File: src/rtl/core/cv3_pkg.sv
`timescale 1ns / 1ps
// ----------------------------------------------------------------------------
// cv3_pkg - shared types and constants of the 3x3 convolution block
// Sizes, line store word, stage tag and the side length clamp.
// ----------------------------------------------------------------------------
package cv3_pkg;

   localparam int MAX_SIDE = 32;
   localparam int MIN_SIDE = 2;
   localparam int IDX_W    = $clog2(MAX_SIDE);
   localparam int CNT_W    = IDX_W + 1;
   localparam int SIDE_W   = 6;
   localparam int ELEM_W   = 32;
   localparam int VAL_W    = 35;
   localparam int POS_W    = 6;

   localparam logic [SIDE_W-1:0] SIDE_RESET = SIDE_W'(32);

   typedef logic signed [ELEM_W-1:0] elem_type;
   typedef logic signed [VAL_W-1:0]  value_type;
   typedef logic [IDX_W-1:0]         idx_type;
   typedef logic [CNT_W-1:0]         cnt_type;
   typedef logic [SIDE_W-1:0]        side_type;
   typedef logic [POS_W-1:0]         pos_type;

   // one line store entry: two rows back (upper) and one row back (lower)
   typedef struct packed {
      elem_type upper;
      elem_type lower;
   } ls_word_type;

   // position and border flags of the word held in the input stage
   typedef struct packed {
      logic    emits;      // word produces a result
      logic    up_ok;      // row two above exists
      logic    lo_ok;      // row above exists
      logic    has_right;  // column to the right exists
      logic    first_col;
      logic    flush;      // last-row flush word, no line store write
      logic    run_last;
      logic    done;
      idx_type res_row;
      idx_type col;
   } tag_type;

   typedef struct packed {
      logic    en;
      idx_type addr;
   } mem_port_type;

   typedef struct packed {
      logic free;   // output register can take a word this cycle
      logic empty;  // output register holds nothing
   } rsp_status_type;

   function automatic cnt_type side_in_use(side_type side);
      cnt_type n;
      if (side < SIDE_W'(MIN_SIDE)) begin
         n = CNT_W'(MIN_SIDE);
      end else if (side > SIDE_W'(MAX_SIDE)) begin
         n = CNT_W'(MAX_SIDE);
      end else begin
         n = CNT_W'(side);
      end
      return n;
   endfunction

endpackage

File: src/rtl/core/cv3_line_store.sv
`timescale 1ns / 1ps
// ----------------------------------------------------------------------------
// cv3_line_store - line store memory
// Both previous rows side by side, one write and one registered read port,
// with write-to-read bypass when both hit the same entry.
// ----------------------------------------------------------------------------
module cv3_line_store (
   input  logic                  clock,
   input  logic                  reset,
   input  cv3_pkg::mem_port_type wr_port,
   input  cv3_pkg::ls_word_type  wr_data,
   input  cv3_pkg::mem_port_type rd_port,
   output cv3_pkg::ls_word_type  rd_data
);
   import cv3_pkg::*;

   ls_word_type mem [MAX_SIDE];
   ls_word_type rd_ff;
   ls_word_type byp_data_ff;
   logic        byp_ff;
   logic        byp_in;

   assign byp_in = wr_port.en && (wr_port.addr == rd_port.addr);

   always_ff @(posedge clock) begin
      if (wr_port.en) begin
         mem[wr_port.addr] <= wr_data;
      end
      if (rd_port.en) begin
         rd_ff       <= mem[rd_port.addr];
         byp_data_ff <= wr_data;
      end
   end

   always_ff @(posedge clock) begin
      if (reset) begin
         byp_ff <= 1'b0;
      end else if (rd_port.en) begin
         byp_ff <= byp_in;
      end
   end

   assign rd_data = byp_ff ? byp_data_ff : rd_ff;

endmodule

File: src/rtl/core/cv3_seq.sv
`timescale 1ns / 1ps
// ----------------------------------------------------------------------------
// cv3_seq - position counters, flush sequencer and input stage
// Tracks the raster position, holds the side length register, inserts the
// last-row flush words and drives the line store ports.
// ----------------------------------------------------------------------------
module cv3_seq (
   input  logic                    clock,
   input  logic                    reset,
   input  logic                    req_valid,
   input  cv3_pkg::elem_type       req_element,
   output logic                    req_stall,
   input  logic                    csr_valid,
   input  cv3_pkg::side_type       csr_side_length,
   output logic                    csr_ready,
   input  cv3_pkg::rsp_status_type rsp_status,
   output logic                    a_go,
   output cv3_pkg::tag_type        a_tag,
   output cv3_pkg::elem_type       a_elem,
   output cv3_pkg::mem_port_type   rd_port,
   output cv3_pkg::mem_port_type   wr_port
);
   import cv3_pkg::*;

   side_type side_ff;
   idx_type  row_ff;
   idx_type  col_ff;
   logic     flush_ff;
   idx_type  fcol_ff;
   logic     a_vld_ff;
   tag_type  a_tag_ff;
   elem_type a_elem_ff;

   tag_type  tag_in;
   elem_type elem_in;
   idx_type  new_col;
   cnt_type  n_use;
   cnt_type  n_m1;
   logic     col_last;
   logic     row_last;
   logic     final_elem;
   logic     fcol_last;
   logic     a_load;
   logic     req_acc;
   logic     inj;
   logic     load;
   logic     cfg_wr;

   always_comb begin
      n_use      = side_in_use(side_ff);
      n_m1       = n_use - CNT_W'(1);
      col_last   = CNT_W'(col_ff) == n_m1;
      row_last   = CNT_W'(row_ff) == n_m1;
      final_elem = col_last && row_last;
      fcol_last  = CNT_W'(fcol_ff) == n_m1;

      a_go      = a_vld_ff && (rsp_status.free || !a_tag_ff.emits);
      a_load    = !a_vld_ff || a_go;
      // a pending register write holds off new elements
      req_stall = flush_ff || !a_load || csr_valid;
      req_acc   = req_valid && !req_stall;
      inj       = flush_ff && a_load;
      load      = req_acc || inj;
      csr_ready = !a_vld_ff && !flush_ff && rsp_status.empty;
      cfg_wr    = csr_valid && csr_ready;

      new_col = flush_ff ? fcol_ff : col_ff;

      tag_in.has_right = (CNT_W'(new_col) + CNT_W'(1)) < n_use;
      tag_in.first_col = new_col == '0;
      tag_in.col       = new_col;
      if (flush_ff) begin
         // last row: up, upright, left and right neighbours only, nothing below
         tag_in.emits    = 1'b1;
         tag_in.up_ok    = 1'b1;
         tag_in.lo_ok    = 1'b1;
         tag_in.flush    = 1'b1;
         tag_in.run_last = fcol_last;
         tag_in.done     = fcol_last;
         tag_in.res_row  = IDX_W'(n_m1);
         elem_in         = '0;
      end else begin
         tag_in.emits    = row_ff != '0;
         tag_in.up_ok    = row_ff > IDX_W'(1);
         tag_in.lo_ok    = row_ff != '0;
         tag_in.flush    = 1'b0;
         tag_in.run_last = !final_elem;
         tag_in.done     = 1'b0;
         tag_in.res_row  = row_ff - IDX_W'(1);
         elem_in         = req_element;
      end

      // read one column ahead; the current column comes from the window side
      rd_port.en   = load;
      rd_port.addr = new_col + IDX_W'(1);
      wr_port.en   = a_go && !a_tag_ff.flush;
      wr_port.addr = a_tag_ff.col;
   end

   always_ff @(posedge clock) begin
      if (reset) begin
         side_ff  <= SIDE_RESET;
         row_ff   <= '0;
         col_ff   <= '0;
         flush_ff <= 1'b0;
         fcol_ff  <= '0;
         a_vld_ff <= 1'b0;
      end else begin
         if (cfg_wr) begin
            side_ff <= csr_side_length;
            row_ff  <= '0;
            col_ff  <= '0;
         end else if (req_acc) begin
            if (final_elem) begin
               row_ff   <= '0;
               col_ff   <= '0;
               flush_ff <= 1'b1;
               fcol_ff  <= '0;
            end else if (col_last) begin
               col_ff <= '0;
               row_ff <= row_ff + IDX_W'(1);
            end else begin
               col_ff <= col_ff + IDX_W'(1);
            end
         end
         if (inj) begin
            fcol_ff <= fcol_ff + IDX_W'(1);
            if (fcol_last) begin
               flush_ff <= 1'b0;
            end
         end
         if (load) begin
            a_vld_ff <= 1'b1;
         end else if (a_go) begin
            a_vld_ff <= 1'b0;
         end
      end
   end

   always_ff @(posedge clock) begin
      if (load) begin
         a_tag_ff  <= tag_in;
         a_elem_ff <= elem_in;
      end
   end

   assign a_tag  = a_tag_ff;
   assign a_elem = a_elem_ff;

endmodule

File: src/rtl/core/cv3_calc.sv
`timescale 1ns / 1ps
// ----------------------------------------------------------------------------
// cv3_calc - window, kernel sum and output register
// Keeps the left window column and the current line store word, forms
// up + upright - left - right - downleft + down and holds the result.
// ----------------------------------------------------------------------------
module cv3_calc (
   input  logic                    clock,
   input  logic                    reset,
   input  logic                    a_go,
   input  cv3_pkg::tag_type        a_tag,
   input  cv3_pkg::elem_type       a_elem,
   input  cv3_pkg::ls_word_type    rd_data,
   output cv3_pkg::ls_word_type    wr_data,
   input  logic                    rsp_stall,
   output cv3_pkg::rsp_status_type rsp_status,
   output logic                    rsp_valid,
   output cv3_pkg::value_type      rsp_conv_value,
   output cv3_pkg::pos_type        rsp_out_row,
   output cv3_pkg::pos_type        rsp_out_col,
   output logic                    rsp_run_last,
   output logic                    rsp_frame_done
);
   import cv3_pkg::*;

   ls_word_type col0_ff;       // copy of column 0 entry
   ls_word_type prev_next_ff;  // entry read ahead by the previous word
   elem_type    win_lower_ff;  // left neighbour
   elem_type    win_elem_ff;   // down-left neighbour

   logic        b_vld_ff;
   value_type   b_value_ff;
   idx_type     b_row_ff;
   idx_type     b_col_ff;
   logic        b_last_ff;
   logic        b_done_ff;

   ls_word_type word_c;
   elem_type    up;
   elem_type    upright;
   elem_type    left;
   elem_type    right;
   elem_type    dleft;
   value_type   value_in;
   logic        b_load;

   always_comb begin
      word_c  = a_tag.first_col ? col0_ff : prev_next_ff;
      up      = a_tag.up_ok ? word_c.upper : '0;
      upright = (a_tag.up_ok && a_tag.has_right) ? rd_data.upper : '0;
      left    = a_tag.first_col ? '0 : win_lower_ff;
      right   = (a_tag.lo_ok && a_tag.has_right) ? rd_data.lower : '0;
      dleft   = a_tag.first_col ? '0 : win_elem_ff;

      value_in = value_type'(up) + value_type'(upright) - value_type'(left)
               - value_type'(right) - value_type'(dleft) + value_type'(a_elem);

      wr_data.upper = word_c.lower;
      wr_data.lower = a_elem;

      b_load           = a_go && a_tag.emits;
      rsp_status.free  = !b_vld_ff || !rsp_stall;
      rsp_status.empty = !b_vld_ff;
   end

   always_ff @(posedge clock) begin
      if (a_go) begin
         prev_next_ff <= rd_data;
         win_lower_ff <= word_c.lower;
         win_elem_ff  <= a_elem;
         if (a_tag.first_col && !a_tag.flush) begin
            col0_ff <= wr_data;
         end
      end
      if (b_load) begin
         b_value_ff <= value_in;
         b_row_ff   <= a_tag.res_row;
         b_col_ff   <= a_tag.col;
         b_last_ff  <= a_tag.run_last;
         b_done_ff  <= a_tag.done;
      end
   end

   always_ff @(posedge clock) begin
      if (reset) begin
         b_vld_ff <= 1'b0;
      end else if (b_load) begin
         b_vld_ff <= 1'b1;
      end else if (!rsp_stall) begin
         b_vld_ff <= 1'b0;
      end
   end

   assign rsp_valid      = b_vld_ff;
   assign rsp_conv_value = b_value_ff;
   assign rsp_out_row    = POS_W'(b_row_ff);
   assign rsp_out_col    = POS_W'(b_col_ff);
   assign rsp_run_last   = b_last_ff;
   assign rsp_frame_done = b_done_ff;

endmodule

File: src/rtl/core/conv3x3_zero_padded_top.sv
`timescale 1ns / 1ps
// ----------------------------------------------------------------------------
// conv3x3_zero_padded_top - streaming 3x3 convolution with zero borders
// Takes a square matrix in raster order, one signed Q16.16 element per word,
// and returns one full-width result per matrix position.
// ----------------------------------------------------------------------------
// Usage
//   req_*  : element words in raster order; accepted when req_valid is high
//            and req_stall is low.
//   rsp_*  : result words with value, row, column and two end flags;
//            taken when rsp_valid is high and rsp_stall is low.
//   csr_*  : side length write (valid/ready); restarts the frame. Ready
//            only while nothing is in flight; req_stall is held high while
//            csr_valid is up.
// Throughput: one element per cycle while req_stall is low. Element (r, c)
//   releases result (r-1, c); row 0 releases nothing. The final element
//   releases result (side-2, side-1) and then the whole last row: side+1
//   words, during which req_stall stays high while the line store is swept
//   one column per cycle whenever the result register can take a word.
// Path: an accepted element is registered in the input stage, then its
//   result in the result register, where rsp_valid rises.
// Stall: a stalled result holds in the output register; the input stage
//   keeps taking elements that produce no result, otherwise req_stall rises.
// Reset: side length back to 32, position to the start of a frame, both
//   pipeline stages empty. Line store contents are not cleared.
// ----------------------------------------------------------------------------
module conv3x3_zero_padded_top (
   input  logic                 clock,
   input  logic                 reset,
   input  logic                 req_valid,
   output logic                 req_stall,
   input  cv3_pkg::elem_type    req_element,
   output logic                 rsp_valid,
   input  logic                 rsp_stall,
   output cv3_pkg::value_type   rsp_conv_value,
   output cv3_pkg::pos_type     rsp_out_row,
   output cv3_pkg::pos_type     rsp_out_col,
   output logic                 rsp_run_last,
   output logic                 rsp_frame_done,
   input  logic                 csr_valid,
   output logic                 csr_ready,
   input  cv3_pkg::side_type    csr_side_length
);
   import cv3_pkg::*;

   // input stage to kernel stage
   logic           a_go;
   tag_type        a_tag;
   elem_type       a_elem;

   // line store ports
   mem_port_type   rd_port;
   mem_port_type   wr_port;
   ls_word_type    rd_data;
   ls_word_type    wr_data;

   // output register state fed back to the sequencer
   rsp_status_type rsp_status;

   // counters, side register, flush sweep and input stage
   cv3_seq u_seq (
      .clock           (clock),
      .reset           (reset),
      .req_valid       (req_valid),
      .req_element     (req_element),
      .req_stall       (req_stall),
      .csr_valid       (csr_valid),
      .csr_side_length (csr_side_length),
      .csr_ready       (csr_ready),
      .rsp_status      (rsp_status),
      .a_go            (a_go),
      .a_tag           (a_tag),
      .a_elem          (a_elem),
      .rd_port         (rd_port),
      .wr_port         (wr_port)
   );

   // two previous rows, read one column ahead of the input stage
   cv3_line_store u_line_store (
      .clock   (clock),
      .reset   (reset),
      .wr_port (wr_port),
      .wr_data (wr_data),
      .rd_port (rd_port),
      .rd_data (rd_data)
   );

   // window, kernel sum and result register
   cv3_calc u_calc (
      .clock          (clock),
      .reset          (reset),
      .a_go           (a_go),
      .a_tag          (a_tag),
      .a_elem         (a_elem),
      .rd_data        (rd_data),
      .wr_data        (wr_data),
      .rsp_stall      (rsp_stall),
      .rsp_status     (rsp_status),
      .rsp_valid      (rsp_valid),
      .rsp_conv_value (rsp_conv_value),
      .rsp_out_row    (rsp_out_row),
      .rsp_out_col    (rsp_out_col),
      .rsp_run_last   (rsp_run_last),
      .rsp_frame_done (rsp_frame_done)
   );

endmodule

File: config.mk
export PLATFORM = sky130hd
export DESIGN_NAME = conv3x3_zero_padded_top
export DESIGN_NICKNAME = d
export VERILOG_FILES = /design/src/rtl/core/cv3_pkg.sv /design/src/rtl/core/cv3_line_store.sv /design/src/rtl/core/cv3_seq.sv /design/src/rtl/core/cv3_calc.sv /design/src/rtl/core/conv3x3_zero_padded_top.sv
export SDC_FILE = /design/constraint.sdc
export NUM_CORES = 2
export LEC_CHECK = 0
export BUFFER_PORTS_ARGS = -buffer_cell sky130_fd_sc_hd__buf_2
export CAP_MARGIN = 20
export CORE_MARGIN = 10
export CORE_UTILIZATION = 48
export CTS_CLUSTER_SIZE = 28
export DETAILED_ROUTE_END_ITERATION = 16
export PLACE_DENSITY = 0.71
export REMOVE_ABC_BUFFERS = 1
export SYNTH_ARGS = -nofsm -noshare
export SYNTH_HDL_FRONTEND = slang
export SYNTH_SLANG_ARGS = --single-unit
File: constraint.sdc
create_clock -name clock -period 8.1 [get_ports clock]
set_input_delay 0.81 -clock clock [delete_from_list [all_inputs] [get_ports clock]]
set_output_delay 0.81 -clock clock [all_outputs]
set_load 0.01 [all_outputs]
==> flow_summary.html <==
<table>
<tr><th>Metric</th><th>Value</th></tr>
<tr><th colspan="2">GRT</th></tr>
<tr><td>Overall global routing resource usage</td><td>20.8%</td></tr>
<tr><td>Vias in the first global route</td><td>49,200</td></tr>
<tr><td>Maximum number of pins on one net before global-route repair</td><td>115</td></tr>
<tr><td>Antenna violations before repair</td><td>8</td></tr>
<tr><td>Global-route wire length before repair</td><td>348,000 um</td></tr>
<tr><td>Residual overflow from global routing</td><td>0</td></tr>
<tr><th colspan="2">STA</th></tr>
<tr><td>Slew at the pin closest to its max-slew limit</td><td>1.17 ns</td></tr>
<tr><td>Final setup vio count</td><td>0</td></tr>
<tr><td>Number of failing hold endpoints at the final stage</td><td>0</td></tr>
<tr><td>Max frequency</td><td>135 MHz</td></tr>
<tr><td>Setup repair after global routing missed its margin</td><td>false</td></tr>
<tr><td>Slew HR</td><td>21.0%</td></tr>
<tr><td>Sum of negative setup slack</td><td>0 ns</td></tr>
<tr><td>Share of the clock period used by the worst path after layout</td><td>91.4%</td></tr>
<tr><td>Worst clock skew</td><td>between 0.05 and 0.06 ns</td></tr>
<tr><td>Minimum clock period</td><td>7.40 ns</td></tr>
<tr><td>Pins Over Slew Limit</td><td>0</td></tr>
<tr><th colspan="2">Placed design</th></tr>
<tr><td>Half-perimeter wire length after detailed placement</td><td>128,000 um</td></tr>
<tr><td>Placed cell count</td><td>7,448</td></tr>
<tr><td>Area post-placement</td><td>between 100,000 and 150,000 sq um</td></tr>
<tr><td>Last weighted congestion value of the routability-driven placer</td><td>slightly above 0.9</td></tr>
<tr><td>Count of port buffers added during placement</td><td>92</td></tr>
<tr><th colspan="2">Worst setup path</th></tr>
<tr><td>Slowest Stage Delay on Critical Path</td><td>0.66 ns</td></tr>
<tr><td>Crit path to</td><td>u_calc.rsp_conv_value[33]</td></tr>
<tr><td>List of cells traversed by the critical path</td><td>buf_12, buf_4, mux2_2, nand2_1, fa_1, inv_1, ha_1, a2111o_1, a21oi_1, a21oi_1, o211ai_1, a21o_1, nand2_1, o311ai_0, fa_1, ha_1, and4_1, and2_1, a221oi_1, nand2_1, o221a_1, a41o_1, o41ai_1, xnor2_1</td></tr>
<tr><td>Endpoint required time on the critical path</td><td>8.71 ns</td></tr>
<tr><td>Endpoint arrival time on the critical path</td><td>8.01 ns</td></tr>
<tr><td>Element type at the critical path end</td><td>register</td></tr>
<tr><td>Number of stages on the worst setup path</td><td>24</td></tr>
<tr><td>Worst path buffer plus inverter count</td><td>3</td></tr>
<tr><td>Launch point of the critical path</td><td>u_seq.a_tag[13]</td></tr>
<tr><td>Kind of cell adding the most delay to the critical path</td><td>compound AO/OA/AOI/OAI gates</td></tr>
<tr><td>FF-to-FF path depth</td><td>24</td></tr>
<tr><td>Launching element type of the critical path</td><td>register</td></tr>
<tr><td>Cell mode on critical path</td><td>nand2_1</td></tr>
<tr><td>Setup CP Type</td><td>reg2reg</td></tr>
<tr><td>Reg-to-reg slack, setup</td><td>approximately 0.7 ns</td></tr>
<tr><td>Critical R2R Capture</td><td>u_calc.rsp_conv_value[33]</td></tr>
<tr><td>CP max-delay cell</td><td>o311ai_0</td></tr>
<tr><td>CP max FO</td><td>36</td></tr>
<tr><td>RR Startpoint</td><td>u_seq.a_tag[13]</td></tr>
<tr><th colspan="2">Synthesis</th></tr>
<tr><td>Post-synthesis instance area</td><td>100,000 sq um</td></tr>
<tr><td>Combinational family with the most area after synthesis</td><td>multiplexers</td></tr>
<tr><td>Post-Syn Area per Cell</td><td>~22 sq um</td></tr>
<tr><td>Number of library cell types mapped by synthesis</td><td>70</td></tr>
<tr><td>Ys async rst share</td><td>0%</td></tr>
<tr><td>Number of cells produced by synthesis</td><td>around 4,600</td></tr>
<tr><td>Mux cell area share after synthesis</td><td>~17%</td></tr>
<tr><td>Parity-gate share of the synthesized area counting xor and xnor cells</td><td>less than 1%</td></tr>
<tr><td>Fraction of the mapped netlist area in compound gates</td><td>1.38%</td></tr>
<tr><td>Number of warnings issued by yosys</td><td>0</td></tr>
<tr><td>Primary flip-flop cell chosen by synthesis mapping</td><td>edfxtp_1</td></tr>
<tr><td>Count of flip-flops with a built-in enable after synthesis</td><td>2,464</td></tr>
<tr><td>Fraction of the mapped netlist area in simple logic gates</td><td>2.37%</td></tr>
<tr><td>Post-Synth Adder-Cell Area</td><td>under 10%</td></tr>
<tr><td>Number of register bits inferred by synthesis</td><td>2,489</td></tr>
<tr><td>Post-synthesis sequential area ratio</td><td>around 74%</td></tr>
<tr><th colspan="2">Power and ir drop</th></tr>
<tr><td>Max rail drop VDD</td><td>207 uV</td></tr>
<tr><td>Portion of total power attributed to combinational logic</td><td>between 8 and 9%</td></tr>
<tr><td>Clock power share</td><td>39.3%</td></tr>
<tr><td>Portion of total power attributed to sequential cells</td><td>between 50% and 60%</td></tr>
<tr><td>Total leakage power</td><td>35.6 nW</td></tr>
<tr><td>Power density over cell area</td><td>between 200 and 250 nW/um^2</td></tr>
<tr><td>Sw Ratio</td><td>22.6%</td></tr>
<tr><td>Internal Dissipation</td><td>between 0.02 and 0.025 W</td></tr>
<tr><td>Power dissipated by switching net loads</td><td>~0.006 W</td></tr>
<tr><th colspan="2">Detailed routing</th></tr>
<tr><td>Via density per instance</td><td>6.12</td></tr>
<tr><td>Total iterations of the first detailed-routing run</td><td>6</td></tr>
<tr><td>Overall via count from detail_route</td><td>between 40,000 and 50,000</td></tr>
<tr><td>Total Routed Length</td><td>roughly 240,000 um</td></tr>
<tr><td>Final antenna-violating net count</td><td>0</td></tr>
<tr><td>WL/cell</td><td>~31 um</td></tr>
<tr><td>Number of DRC violations after detailed-routing iteration 0</td><td>6,493</td></tr>
<tr><td>Number of remaining DRC errors</td><td>0</td></tr>
<tr><th colspan="2">CTS</th></tr>
<tr><td>Post-CTS Repair Setup Buffers</td><td>0</td></tr>
<tr><td>Root buffer cell</td><td>clkbuf_16</td></tr>
<tr><td>Hold buffer count at cts</td><td>0</td></tr>
<tr><td>Buffer levels on the longest clock path</td><td>3</td></tr>
<tr><td>Clock slew seen by the registers of the worst setup and hold paths</td><td>0.06 ns</td></tr>
<tr><td>Clock latency reported for the late side of the worst-skew pair</td><td>0.89 ns</td></tr>
<tr><td>Total clock buffers created by CTS</td><td>between 200 and 250</td></tr>
<tr><td>Number of H-tree levels</td><td>4</td></tr>
<tr><td>CTS tree</td><td>built</td></tr>
<tr><td>Number of sinks on the clock net</td><td>2,489</td></tr>
<tr><td>Number of gates given a new drive strength after cts</td><td>0</td></tr>
<tr><th colspan="2">Finish</th></tr>
<tr><td>Fraction of final layout cells with drive strength greater than 1</td><td>between 20% and 30%</td></tr>
<tr><td>Net total in the final layout</td><td>5,112</td></tr>
<tr><td>Post-layout util</td><td>54.2%</td></tr>
<tr><td>Non-filler cells, final</td><td>7,874</td></tr>
<tr><td>Cell area after layout</td><td>about 110,000 sq um</td></tr>
<tr><td>Synthesis-to-finish area growth</td><td>12.0%</td></tr>
<tr><th colspan="2">Outcome</th></tr>
<tr><td>Run status</td><td>completed</td></tr>
<tr><th colspan="2">Floorplanning</th></tr>
<tr><td>Placeable core region</td><td>207,000 sq um</td></tr>
<tr><td>Total Die Area</td><td>227,000 sq um</td></tr>
<tr><td>Floorplan row count</td><td>167</td></tr>
<tr><td>Die extent in x</td><td>477 um</td></tr>
<tr><td>Top-level I/O count</td><td>95</td></tr>
<tr><td>Starting Density</td><td>approximately half</td></tr>
<tr><td>Die Ht</td><td>about 480 um</td></tr>
<tr><th colspan="2">Worst hold path</th></tr>
<tr><td>Hold WC Path Type</td><td>in2reg</td></tr>
<tr><td>Startpoint of the tightest hold check path</td><td>csr_side_length[5]</td></tr>
<tr><td>Worst Hold Depth</td><td>2</td></tr>
<tr><th colspan="2">Job</th></tr>
<tr><td>Max-cap viol count</td><td>0</td></tr>
</table>
[logic make-up (layout without fill, tap and decap cells)]
| kind of cell | count (synthesis) | after routing |
|---|---|---|
| other cells | 1 | 3 |
| mux | 842 | 842 |
| fa+ha+maj | 181 | 181 |
| simple gates | 483 | 483 |
| xor+xnor | 89 | 89 |
| buf+inv | 338 | 778 |
| flops | 2489 | 2489 |
| compound gates | 221 | 221 |
[cells in the mapped netlist, types with 24 or more instances]
library cell     n  area share (%)
dfxtp_1         25            0.50
nand2b_1        43            0.27
fa_1            98             2.0
nand3_1         24            0.12
clkbuf_1       121            0.45
mux4_2         640              14
edfxtp_1      2464              74
xor2_1          24            0.21
o21ai_0         44            0.22
inv_1          126            0.47
ha_1            83             1.0
a21oi_1         81            0.40
nand2_1        159            0.60
buf_2           72            0.36
nor2_1          87            0.33
xnor2_1         58            0.51
nor2b_1         74            0.46
mux2_2         194             2.2
nor3_1          27            0.13
[power by group through the flow]
stage,combinational (W),sequential [W],clock (W)
after floorplan,0.00180,0.0146,0
after global placement,0.00223,0.0146,0
after detailed placement,0.00227,0.0146,0
after CTS,0.00228,0.0143,0.0109
after global routing,0.00244,0.0143,0.0114
final,0.00228,0.0143,0.0107
[state kept, by name (all words and copies together) (netlist names), 5 cells and up]
name                      count
u_line_store.byp_data_ff     64
u_calc.b_row_ff               5
u_calc.rsp_conv_value        35
u_calc.col0_ff               64
u_seq.a_tag                  17
u_seq.a_elem                 32
u_line_store.mem           2048
u_seq.side_ff                 6
u_calc.win_elem_ff           32
u_seq.fcol_ff                 5
u_line_store.rd_ff           64
u_calc.prev_next_ff          64
u_calc.win_lower_ff          32
u_seq.row_ff                  5
u_calc.b_col_ff               5
u_seq.col_ff                  5
[worst min-delay path by stage]
stage	endpoint
2_1_floorplan	u_calc.b_row_ff[0]
3_3_place_gp	u_calc.b_row_ff[0]
3_5_place_dp	u_calc.b_row_ff[2]
4_1_cts	u_seq.side_ff[5]
5_1_grt	u_seq.side_ff[5]
6_report	u_seq.side_ff[5]
[metrics by stage]
stage                     setup WS, ns  total power, W  hold WS, ns
after floorplan                 -15.44          0.0164        0.400
after global placement            1.06          0.0168        0.404
after detailed placement         0.895          0.0168        0.408
after CTS                        0.771          0.0274       0.0891
after global routing             0.329          0.0281        0.120
final                            0.700          0.0273        0.156
[per-layer routing]
metal / vias to the layer above / global-route usage, % / wire, um
li1: 19500 / - / -
met4: 4 / 6.89 / 8140
met3: 381 / 3.81 / 21800
met2: 2506 / 33.6 / 117000
met1: 25800 / 28.9 / 93200
met5: - / 0 / 27
[layout by cell type (no fill, tap or decap), types with 13 or more instances in the layout]
cell type / n
edfxtp_1: 2464
mux4_2: 640
clkbuf_16: 226
mux2_2: 194
nand2_1: 158
inv_1: 125
buf_4: 118
fa_1: 98
buf_2: 92
ha_1: 82
a21oi_1: 81
nor2b_1: 74
xnor2_1: 56
clkinv_2: 56
nor2_1: 55
o21ai_0: 43
nand2b_1: 43
clkinv_1: 41
clkbuf_1: 40
nor2_4: 32
nor3_1: 26
bufinv_16: 26
nand3_1: 24
xor2_1: 24
dfxtp_1: 23
nand4_1: 18
a21o_1: 16
buf_12: 15
o21bai_1: 13
[final cells by class]
type / count / area (sq um)
Sequential cell: 2489 / 74500
Timing Repair Buffer: 225 / 1650
Fill cell: 15400 / 95000
Multi-Input combinational cell: 1818 / 24600
Clock buffer: 266 / 5810
Clock inverter: 159 / 1710
Tap cell: 2788 / 3490
Inverter: 128 / 493
Antenna cell: 1 / 2.50
Note: power is estimated with default switching activity, not from simulation.
